==> config.mk <==
export PLATFORM = sky130hd
export DESIGN_NAME = syscall_automaton_monitor
export DESIGN_NICKNAME = d
export VERILOG_FILES = /design/src/rtl/smon_pkg.sv /design/src/rtl/smon_ram.sv /design/src/rtl/smon_cmp.sv /design/src/rtl/smon_ctrl.sv /design/src/rtl/syscall_automaton_monitor.sv
export SDC_FILE = /design/constraint.sdc
export NUM_CORES = 2
export LEC_CHECK = 0
export ABC_AREA = 1
export BUFFER_PORTS_ARGS = -buffer_cell sky130_fd_sc_hd__buf_2
export CORE_MARGIN = 3
export CORE_UTILIZATION = 55
export CTS_CLUSTER_DIAMETER = 30
export DETAILED_ROUTE_END_ITERATION = 16
export MAX_ROUTING_LAYER = met4
export PLACE_DENSITY = 0.71
export RECOVER_POWER = 100
export SLEW_MARGIN = 40
export SYNTH_ARGS = -nofsm -noshare
export SYNTH_HDL_FRONTEND = slang
export SYNTH_SLANG_ARGS = --single-unit
export TNS_END_PERCENT = 50
==> constraint.sdc <==
create_clock -name clk -period 21.8 [get_ports clk]
set_input_delay 1.09 -clock clk [delete_from_list [all_inputs] [get_ports clk]]
set_output_delay 1.09 -clock clk [all_outputs]
set_load 0.01 [all_outputs]
==> src/rtl/smon_pkg.sv <==
package smon_pkg;

  localparam int NUM_STATES_DEF = 16;

  localparam int PID_W   = 22;
  localparam int CALL_W  = 10;
  localparam int INDEX_W = 10;
  localparam int ENTRY_W = 13;
  localparam int STATE_W = 5;
  localparam int VERD_W  = 2;

  localparam logic signed [ENTRY_W-1:0] EPSILON_EDGE = -13'sd1;
  localparam logic [CALL_W-1:0]         CLOSE_CALL   = 10'd3;

  localparam logic [VERD_W-1:0] VERDICT_ALLOW = 2'd0;
  localparam logic [VERD_W-1:0] VERDICT_DEAD  = 2'd1;
  localparam logic [VERD_W-1:0] VERDICT_KILL  = 2'd2;

  localparam logic [0:0] CFG_WATCHED_PID = 1'b0;
  localparam logic [0:0] CFG_DEAD_STATE  = 1'b1;

  typedef enum logic [2:0] {
    ST_CLEAR,
    ST_IDLE,
    ST_OUT_RD,
    ST_OUT_CMP,
    ST_IN_RD,
    ST_IN_CMP,
    ST_FINISH
  } fsm_t;

  typedef struct packed {
    logic hit;
    logic eps;
  } cmp_t;

endpackage

==> src/rtl/smon_ram.sv <==
module smon_ram #(
  parameter int WIDTH = 13,
  parameter int DEPTH = 256
) (
  input  logic                     clk,
  input  logic                     wr_en,
  input  logic [$clog2(DEPTH)-1:0] wr_addr,
  input  logic [WIDTH-1:0]         wr_data,
  input  logic [$clog2(DEPTH)-1:0] rd_addr,
  output logic [WIDTH-1:0]         rd_data
);

  logic [WIDTH-1:0] mem [DEPTH];

  always_ff @(posedge clk) begin
    if (wr_en) begin
      mem[wr_addr] <= wr_data;
    end
    rd_data <= mem[rd_addr];
  end

endmodule

==> src/rtl/smon_cmp.sv <==
module smon_cmp (
  input  logic signed [smon_pkg::ENTRY_W-1:0] entry,
  input  logic        [smon_pkg::CALL_W-1:0]  call,
  output smon_pkg::cmp_t                      res
);

  import smon_pkg::*;

  // call is zero-extended; -1 and values above 1023 can never hit
  assign res.hit = (entry == $signed({3'b000, call}));
  assign res.eps = (entry == EPSILON_EDGE);

endmodule

==> src/rtl/smon_ctrl.sv <==
module smon_ctrl #(
  parameter int NUM_STATES = smon_pkg::NUM_STATES_DEF,
  parameter int AW         = $clog2(NUM_STATES * NUM_STATES)
) (
  input  logic                                clk,
  input  logic                                rst,
  input  logic                                start,
  output logic                                busy,
  input  logic                                action,
  input  logic        [smon_pkg::PID_W-1:0]   pid,
  input  logic        [smon_pkg::CALL_W-1:0]  syscall_id,
  input  logic        [smon_pkg::INDEX_W-1:0] entry_index,
  input  logic signed [smon_pkg::ENTRY_W-1:0] entry_value,
  input  logic        [smon_pkg::PID_W-1:0]   watched_pid,
  input  logic        [smon_pkg::STATE_W-1:0] dead_state,
  output logic                                ram_we,
  output logic        [AW-1:0]                ram_addr,
  output logic signed [smon_pkg::ENTRY_W-1:0] ram_wdata,
  input  logic signed [smon_pkg::ENTRY_W-1:0] ram_rdata,
  output logic                                result_valid,
  output logic        [smon_pkg::VERD_W-1:0]  verdict,
  output logic        [smon_pkg::STATE_W-1:0] new_state
);

  import smon_pkg::*;

  localparam int SW    = $clog2(NUM_STATES);
  localparam int TSIZE = NUM_STATES * NUM_STATES;

  fsm_t                fsm, fsm_next;
  logic [AW-1:0]       clr_cnt;
  logic [SW-1:0]       row, col_i, col_j, found_col;
  logic [CALL_W-1:0]   call_q;
  logic                found, possible_dead, dead_latched;
  logic [STATE_W-1:0]  cur_state;
  cmp_t                cmp;
  logic                accept, is_call, in_range, clr_last, i_last, j_last;

  smon_cmp u_cmp (
    .entry (ram_rdata),
    .call  (call_q),
    .res   (cmp)
  );

  assign accept   = start && (fsm == ST_IDLE);
  assign is_call  = accept && action && (pid == watched_pid);
  assign in_range = ({1'b0, entry_index} < (INDEX_W + 1)'(TSIZE));
  assign clr_last = (clr_cnt == AW'(TSIZE - 1));
  assign i_last   = (col_i == SW'(NUM_STATES - 1));
  assign j_last   = (col_j == SW'(NUM_STATES - 1));

  always_comb begin
    fsm_next = fsm;
    case (fsm)
      ST_CLEAR: begin
        if (clr_last) fsm_next = ST_IDLE;
      end
      ST_IDLE: begin
        if (is_call) fsm_next = dead_latched ? ST_FINISH : ST_OUT_RD;
      end
      ST_OUT_RD: fsm_next = ST_OUT_CMP;
      ST_OUT_CMP: begin
        if (cmp.hit)     fsm_next = ST_FINISH;
        else if (cmp.eps) fsm_next = ST_IN_RD;
        else if (i_last) fsm_next = ST_FINISH;
        else             fsm_next = ST_OUT_RD;
      end
      ST_IN_RD: fsm_next = ST_IN_CMP;
      ST_IN_CMP: begin
        if (cmp.hit)      fsm_next = ST_FINISH;
        else if (!j_last) fsm_next = ST_IN_RD;
        else if (i_last)  fsm_next = ST_FINISH;
        else              fsm_next = ST_OUT_RD;
      end
      ST_FINISH: fsm_next = ST_IDLE;
      default:   fsm_next = ST_IDLE;
    endcase
  end

  always_comb begin
    busy      = (fsm != ST_IDLE);
    ram_we    = 1'b0;
    ram_wdata = entry_value;
    ram_addr  = '0;
    case (fsm)
      ST_CLEAR: begin
        ram_we    = 1'b1;
        ram_wdata = '0;
        ram_addr  = clr_cnt;
      end
      ST_IDLE: begin
        ram_we   = accept && !action && in_range;
        ram_addr = entry_index[AW-1:0];
      end
      ST_OUT_RD: ram_addr = AW'(row) * AW'(NUM_STATES) + AW'(col_i);
      ST_IN_RD:  ram_addr = AW'(col_i) * AW'(NUM_STATES) + AW'(col_j);
      default:   ram_addr = '0;
    endcase
  end

  always_ff @(posedge clk) begin
    if (rst) begin
      fsm          <= ST_CLEAR;
      clr_cnt      <= '0;
      cur_state    <= '0;
      dead_latched <= 1'b0;
      result_valid <= 1'b0;
    end else begin
      fsm          <= fsm_next;
      result_valid <= 1'b0;
      if (fsm == ST_CLEAR) clr_cnt <= clr_cnt + 1'b1;

      if (is_call) begin
        call_q        <= syscall_id;
        row           <= cur_state[SW-1:0];
        col_i         <= '0;
        found         <= 1'b0;
        possible_dead <= 1'b0;
      end

      if (fsm == ST_OUT_CMP) begin
        if (cmp.hit) begin
          found     <= 1'b1;
          found_col <= col_i;
        end else if (cmp.eps) begin
          col_j <= '0;
          if (5'(col_i) == dead_state) possible_dead <= 1'b1;
        end else begin
          col_i <= col_i + 1'b1;
        end
      end

      if (fsm == ST_IN_CMP) begin
        if (cmp.hit) begin
          found     <= 1'b1;
          found_col <= col_j;
        end else if (j_last) begin
          col_i <= col_i + 1'b1;
        end else begin
          col_j <= col_j + 1'b1;
        end
      end

      if (fsm == ST_FINISH) begin
        result_valid <= 1'b1;
        if (found) begin
          verdict   <= VERDICT_ALLOW;
          new_state <= 5'(found_col);
          cur_state <= 5'(found_col);
        end else if (possible_dead && (call_q == CLOSE_CALL)) begin
          verdict      <= VERDICT_DEAD;
          new_state    <= dead_state;
          cur_state    <= dead_state;
          dead_latched <= 1'b1;
        end else begin
          verdict   <= VERDICT_KILL;
          new_state <= cur_state;
        end
      end
    end
  end

  a_finish_strobe: assert property (@(posedge clk) disable iff (rst)
    (fsm == ST_FINISH) |=> result_valid)
    else $error("finish did not raise result strobe");

  a_dead_latches: assert property (@(posedge clk) disable iff (rst)
    (result_valid && (verdict == VERDICT_DEAD)) |-> dead_latched)
    else $error("dead verdict without latched flag");

  a_inner_order: assert property (@(posedge clk) disable iff (rst)
    (fsm == ST_IN_CMP) |-> ($past(fsm) == ST_IN_RD))
    else $error("inner compare without read");

  a_state_range: assert property (@(posedge clk) disable iff (rst)
    result_valid |-> ({1'b0, new_state} < 6'(NUM_STATES)))
    else $error("new_state outside table");

endmodule

==> src/rtl/syscall_automaton_monitor.sv <==
// Timing: a table write or a call from another process is absorbed in its accept cycle.
// A watched call makes 1 .. N + N*N table reads (none once the dead flag is latched), each
// a read state then a compare state, and raises the result strobe after the finish state.
// Flow: one item at a time, busy high until the strobe cycle.
// Reset: synchronous; a clearing pass zeroes all N*N table entries, busy held high.
// Result strobe is one cycle wide, receiver cannot stall.
module syscall_automaton_monitor #(
  parameter int NUM_STATES = smon_pkg::NUM_STATES_DEF
) (
  input  logic                                clk,
  input  logic                                rst,
  // item transaction
  input  logic                                start,
  output logic                                busy,
  input  logic                                action,
  input  logic        [smon_pkg::PID_W-1:0]   pid,
  input  logic        [smon_pkg::CALL_W-1:0]  syscall_id,
  input  logic        [smon_pkg::INDEX_W-1:0] entry_index,
  input  logic signed [smon_pkg::ENTRY_W-1:0] entry_value,
  // configuration transaction
  input  logic                                cfg_valid,
  output logic                                cfg_ready,
  input  logic        [0:0]                   cfg_index,
  input  logic        [smon_pkg::PID_W-1:0]   cfg_data,
  // result
  output logic                                result_valid,
  output logic        [smon_pkg::VERD_W-1:0]  verdict,
  output logic        [smon_pkg::STATE_W-1:0] new_state
);

  import smon_pkg::*;

  localparam int TSIZE = NUM_STATES * NUM_STATES;
  localparam int AW    = $clog2(TSIZE);

  logic [PID_W-1:0]          watched_pid;
  logic [STATE_W-1:0]        dead_state;
  logic                      ram_we;
  logic [AW-1:0]             ram_addr;
  logic signed [ENTRY_W-1:0] ram_wdata, ram_rdata;

  // Registers may be written at any time; the user must issue writes only while idle.
  assign cfg_ready = 1'b1;

  always_ff @(posedge clk) begin
    if (rst) begin
      watched_pid <= '0;
      dead_state  <= '0;
    end else if (cfg_valid && cfg_ready) begin
      case (cfg_index)
        CFG_WATCHED_PID: watched_pid <= cfg_data;
        CFG_DEAD_STATE:  dead_state  <= cfg_data[STATE_W-1:0];
        default: ;
      endcase
    end
  end

  // Transition table, row-major: entry row*N + col.
  smon_ram #(
    .WIDTH (ENTRY_W),
    .DEPTH (TSIZE)
  ) u_table (
    .clk     (clk),
    .wr_en   (ram_we),
    .wr_addr (ram_addr),
    .wr_data (ram_wdata),
    .rd_addr (ram_addr),
    .rd_data (ram_rdata)
  );

  // Sequencer: walks the current row, dives into epsilon target rows,
  // and resolves the verdict with the shared entry comparator.
  smon_ctrl #(
    .NUM_STATES (NUM_STATES),
    .AW         (AW)
  ) u_ctrl (
    .clk          (clk),
    .rst          (rst),
    .start        (start),
    .busy         (busy),
    .action       (action),
    .pid          (pid),
    .syscall_id   (syscall_id),
    .entry_index  (entry_index),
    .entry_value  (entry_value),
    .watched_pid  (watched_pid),
    .dead_state   (dead_state),
    .ram_we       (ram_we),
    .ram_addr     (ram_addr),
    .ram_wdata    (ram_wdata),
    .ram_rdata    (ram_rdata),
    .result_valid (result_valid),
    .verdict      (verdict),
    .new_state    (new_state)
  );

endmodule
* Word level (Yosys, flattened, before mapping) *
Memories as Yosys holds them, arrays and structs flattened. A register that Yosys moved wholly into a read port is not among the register bits.
Index checks and enable logic that the tools add are counted.
Widths: inputs -> output; s select.

cells by class
  bitwise operators = 3
  magnitude comparators = 1
  reduce and logical (&&, ||, !) cells = 14
  $add $sub $neg = 5
  multiplexer cells = 45
  equal/unequal tests = 17

operators by type and width
  kind                 count
  $mux 4               17
  $pmux 8 s4           1
  $mux 3               8
  $eq 22x22->1         1
  $pmux 3 s6           1
  $add 8x4->8          2
  $eq 13x1->1 const B  1
  $eq 13x11->1         1
  $mux 1               13
  $mux 13              1
  $eq 10x2->1 const B  1
  $lt 10x9->1 const B  1
  $mux 5               2
  $reduce_and 2->1     5
  $eq 3x3->1 const B   3
  $add 4x1->4 const B  2
  $add 8x1->8 const B  1
  $eq 4x4->1 const B   2
  $eq 8x8->1 const B   1
  $eq 3x2->1 const B   2
  $logic_and 1x1->1    6
  $eq 4x5->1           1
  $ne 2x1->1 const B   2
  $eq 3x1->1 const B   1
  7 further kinds      9

storage, ports and cells
  word-level logic and storage cells = 102
  RAM bits = 3328
  input bits = 83
  output and inout port bits = 10
  memories = 1
  bits in registers = 80

memories
  name         depth  bits a word  read ports  clocked after memory_dff  wr ports  line            text
  u_table.mem  256    13           1           1                         1         smon_ram.sv:13  logic [WIDTH-1:0] mem [DEPTH];

* Depth between registers and ports, before layout *
  depth after elaboration = 11
  depth in mapped cells = 21

* By module *
A second synthesis with hierarchy kept.

second synthesis, totals
  cell total of the unflattened synthesis = 11835
  area total of the unflattened synthesis = 139558.8 sq um

by module, submodules not included
  module                     times used  area each (sq um)  cells each  seq. area each (sq um)
  smon_ram                   1           134711.7           11136       100196.1
  smon_ctrl                  1           3343.2             480         1411.4
  syscall_automaton_monitor  1           1273.7             169         540.5
  smon_cmp                   1           230.2              50          0.0

* Worst setup path before layout *
Ideal clock, no wire load.

  kind = input to register
  from = input port entry_value[10] in the netlist's numbering
  to = memory u_table.mem[0][10], data pin
  library setup time = 1.393 ns
  required time = 20.407 ns
  buffers on the path = 0
  data arrival time = 6.972 ns
  stages = 2
  setup slack = 13.435 ns
  cell sequence = inv_1 > nor2_1

on the way
  cells in the longest elaborated chain, start to end = 1

ends and longest elaborated chain
  what               line                             text
  from (decl)        syscall_automaton_monitor.sv:19  input logic signed [smon_pkg::ENTRY_W-1:0] entry_value,
  $mux 13            smon_ctrl.sv:85                  case (fsm)
  via ram_wdata[10]  syscall_automaton_monitor.sv:40  logic signed [ENTRY_W-1:0] ram_wdata, ram_rdata;
  to (decl)          smon_ram.sv:13

The timed path passes the listed nets, and every way through them passes these cells.

* Worst setup path after layout *
  from = register u_ctrl.fsm[0]
  to = register u_table.rd_data[4], read port of u_table.mem

on the way
  cells in the longest elaborated chain, start to end = 2

ends and longest elaborated chain
  what                                line              text
  from (decl)                         smon_ctrl.sv:30   fsm_t fsm, fsm_next;
  from (signal assigned)              smon_ctrl.sv:109  fsm <= fsm_next;
  $eq 3x3->1 (tied with other cells)  smon_ctrl.sv:85
  $pmux 8 s4 *                        smon_ctrl.sv:85
  to (decl)                           smon_ram.sv:10    output logic [WIDTH-1:0] rd_data

Every way passes the cells marked *; elsewhere a longest branch is shown, timed or not.
A chain may end at the register's enable or synchronous reset.

==> reports/metrics.cfg <==
[cts]
tritoncts = done
path_clk_slew_ns = 0.04
cts_resized = 0
clkLatencyLatePin_ns = 0.95
cts.sinks = 3421
numCtsBuffers = 595
cts_max_level = 6
cts_root_buf = clkbuf_16
cts_buffer_depth = 4
postCtsHoldBufs = 0
cts_setup_buffers = 0

[synth]
ys_seq_area_frac = 0.7260
synthTopCellsByArea = edfxtp_1 (72%), nand2_1 (20%), nor2_1 (1.6%), nand3_1 (1.5%), buf_2 (1.3%)
synthAdderAreaFrac = 0.0003557
netlist.area_leader.share = 0.7178
syn_avg_cell_area_um2 = 10.71
synth_warnings = 0
synth_top_family_by_area = simple AND/OR/NAND/NOR gates
yosysTopAreaCell = edfxtp_1
synth_seq_cells = 3421
synth_cells = 13140
synth_simple_gate_area_share = 0.2340
synth_compound_area_frac = 0.01400
synth_edf_count = 3363
synth.mux.area_fraction = 0
synth_nets = 13220
synth_xor_area_frac = 0.001058
ys_async_sr_fraction = 0
yosysUniqueCellTypes = 47
netlist_area_um2 = 140700
synth_ff_type = edfxtp_1

[place]
io_buffers = 91
dpl.hpwl_um = 227200
place.gp.congestion = 0.8853
dpl_worst_slack_ns = 15.16

[power_and_ir_drop]
seq_power_share = 0.414
powerDensity_nw_per_um2 = 105.3
intPower_mw = 13.39
cellLeakagePower_nw = 65.63
total_power_mw = 17.32
clockPowerShare = 0.534
switching_power_mw = 3.931
irDropWorstVdd_uv = 75.55
p_sw_frac = 0.2269
p_comb_frac = 0.051

[floorplan]
die_w_um = 511.8
io_pins = 93
die_h_um = 511.8
rows = 185
coreArea_um2 = 254400
floorplan.die_area_um2 = 261900
initial_utilization = 0.5531

[critical_path]
reg2reg_slack_ns = 8.34
cp.required_ns = 22.65
path_cells = nor2_1, nand2_1, nand2_4, nor2_1, inv_4, o21ai_4, clkbuf_1, buf_12, clkbuf_1, clkbuf_1, clkbuf_1, nand2_1, nand2_1, nand2_1, nand3_1, nand2_1, nand2_1, o21ai_1, a21oi_1, nor2_1, nand2_1
critical_path_arrival_ns = 14.32
crit_path_start = u_ctrl.fsm[0]
worstSetupEndpointType = register
slowest_delay_ns = 2.80
r2r_start = u_ctrl.fsm[0]
path_max_fanout = 130
crit_path_start_kind = register
slowest_stage = clkbuf_1
crit_family = buffers and inverters
crit_buf_inv = 6
worst_path_most_repeated_cell = nand2_1
path_class = reg -> reg

[routing]
wl_met3_um = 53670
vias_per_cell = 5.741
wirelength_met1_um = 150100
antenna_left = 0
routed.top_layer = met4
drt_pre_antenna_iters = 6
wl_met2_um = 191200
dr.first_iter.drc_count = 13700
drt_wl_total_um = 416300
drc = 0
routedWlPerCell_um = 24.00
via_count = 99600

[timing]
tightest_slew_ns = 7.049
min_period_ns = 13.46
max-slew-margin-rel = -3.699
hold_viol = 0
rsz0062_at_grt = false
holdWs_ns = 0.3738
drv_slew = 4084
finalSetupViolCount = 0
finalSetupTns_ns = 0
fin_crit_sh = 0.6176
final.setup.worst_slack_ns = 8.337
fmax_mhz = 74.27
worst_clock_skew_ns = 0.07742

[global_route]
antenna_found_initial = 21
track_usage = 0.3219
grt_max_degree = 191
grt_pass1_vias = 96650
overflow = 0
grt_pass1_wl_um = 614500

[cells_and_area]
utilization = 0.6467
nNetsFinal = 13580
area_growth_syn_to_layout_pct = 16.94
fill_cells = 18500
drive_gt1_frac = 0.08391

[outcome]
status = finished, violations left
violations = capacitance limit, slew limit

[worst_hold_path]
hp-class = in -> reg
hp-start = syscall_id[9]

[flow_run]
maxCapViolCount = 81

## power groups by stage
stage          registers (mW)  logic (mW)  clock network [mW]
5_1_grt                  7.17       0.969                9.61
3_5_place_dp             7.30       0.864                   0
6_report                 7.17       0.891                9.26
4_1_cts                  7.17       0.876                9.29
2_1_floorplan            7.28       0.562                   0
3_3_place_gp             7.29       0.850                   0
## flip-flops by register name (all words and copies together), names as in the netlist, 4 cells and up
register,cells
u_ctrl.cur_state,5
u_ctrl.col_j,4
u_ctrl.found_col,4
u_ctrl.new_state,5
u_ctrl.clr_cnt,8
dead_state,5
watched_pid,22
u_ctrl.row,4
u_table.rd_data,13
u_ctrl.call_q,10
u_table.mem,3328
u_ctrl.col_i,4
## Yosys cell counts, drive strengths merged (3+ instances only)
cell type,instances
o2111ai,4
nand4,59
a22o,3
o21ai,238
clkbuf,230
nor4,10
nand3,411
ha,4
or2,6
a31oi,4
buf,432
nand2,7407
dfxtp,58
inv,119
o22ai,12
xor2,13
o221ai,3
a21oi,97
nor2,621
a211oi,6
xnor2,4
nor3,22
edfxtp,3363
## cells in the final DEF (no fill, tap or decap), drive strengths merged, types with 97 or more instances in the layout
cell type,Yosys,layout
o21ai,238,238
nand2,7407,7407
clkinv,1,231
buf,432,186
a21oi,97,97
nand3,411,411
clkbuf,230,907
nor2,621,621
inv,119,152
edfxtp,3363,3363
## logic make-up after synthesis
group | Yosys count
AND/OR/NAND/NOR | 8538
other | 1
adder cells (fa/ha/maj) | 4
AO/OA/AOI/OAI | 372
buffers and inverters | 782
flip-flops | 3421
XOR/XNOR | 17
## metal layers
metal	up-vias	GRT usage
met3	1139	0.07936
li1	44470	-
met1	47490	0.4097
met5	-	-
met2	6501	0.4883
met4	0	0.1539
## cell type report
| cell class | instances | area [um2] | share of cell area |
|---|---|---|---|
| Clock inverter | 389 | 4628 | 0.02813 |
| Multi-Input combinational cell | 8932 | 35200 | 0.2140 |
| Tap cell | 3366 | 4212 | 0.02560 |
| Clock buffer | 675 | 15430 | 0.09380 |
| Inverter | 120 | 454.2 | 0.002761 |
| Sequential cell | 3421 | 102100 | 0.6209 |
| Timing Repair Buffer | 418 | 2379 | 0.01446 |
| Antenna cell | 28 | 70.07 | 0.0004259 |
## per-stage QoR
step / instances / cell area (um2)
final: 17350 / 164500
after detailed placement: 16250 / 145800
after global placement: 16240 / 145200
after floorplan: 13140 / 140700
after CTS: 17310 / 165900
after global routing: 17350 / 164500
## final timing paths
kind                                            to  depth (start not counted)
worst min-delay path              u_ctrl.call_q[9]                          1
worst min register to register       u_ctrl.row[1]                          0
worst max-delay path            u_table.rd_data[4]                         21
worst max register to register  u_table.rd_data[4]                         21
Power figures use the tool's default switching activity.
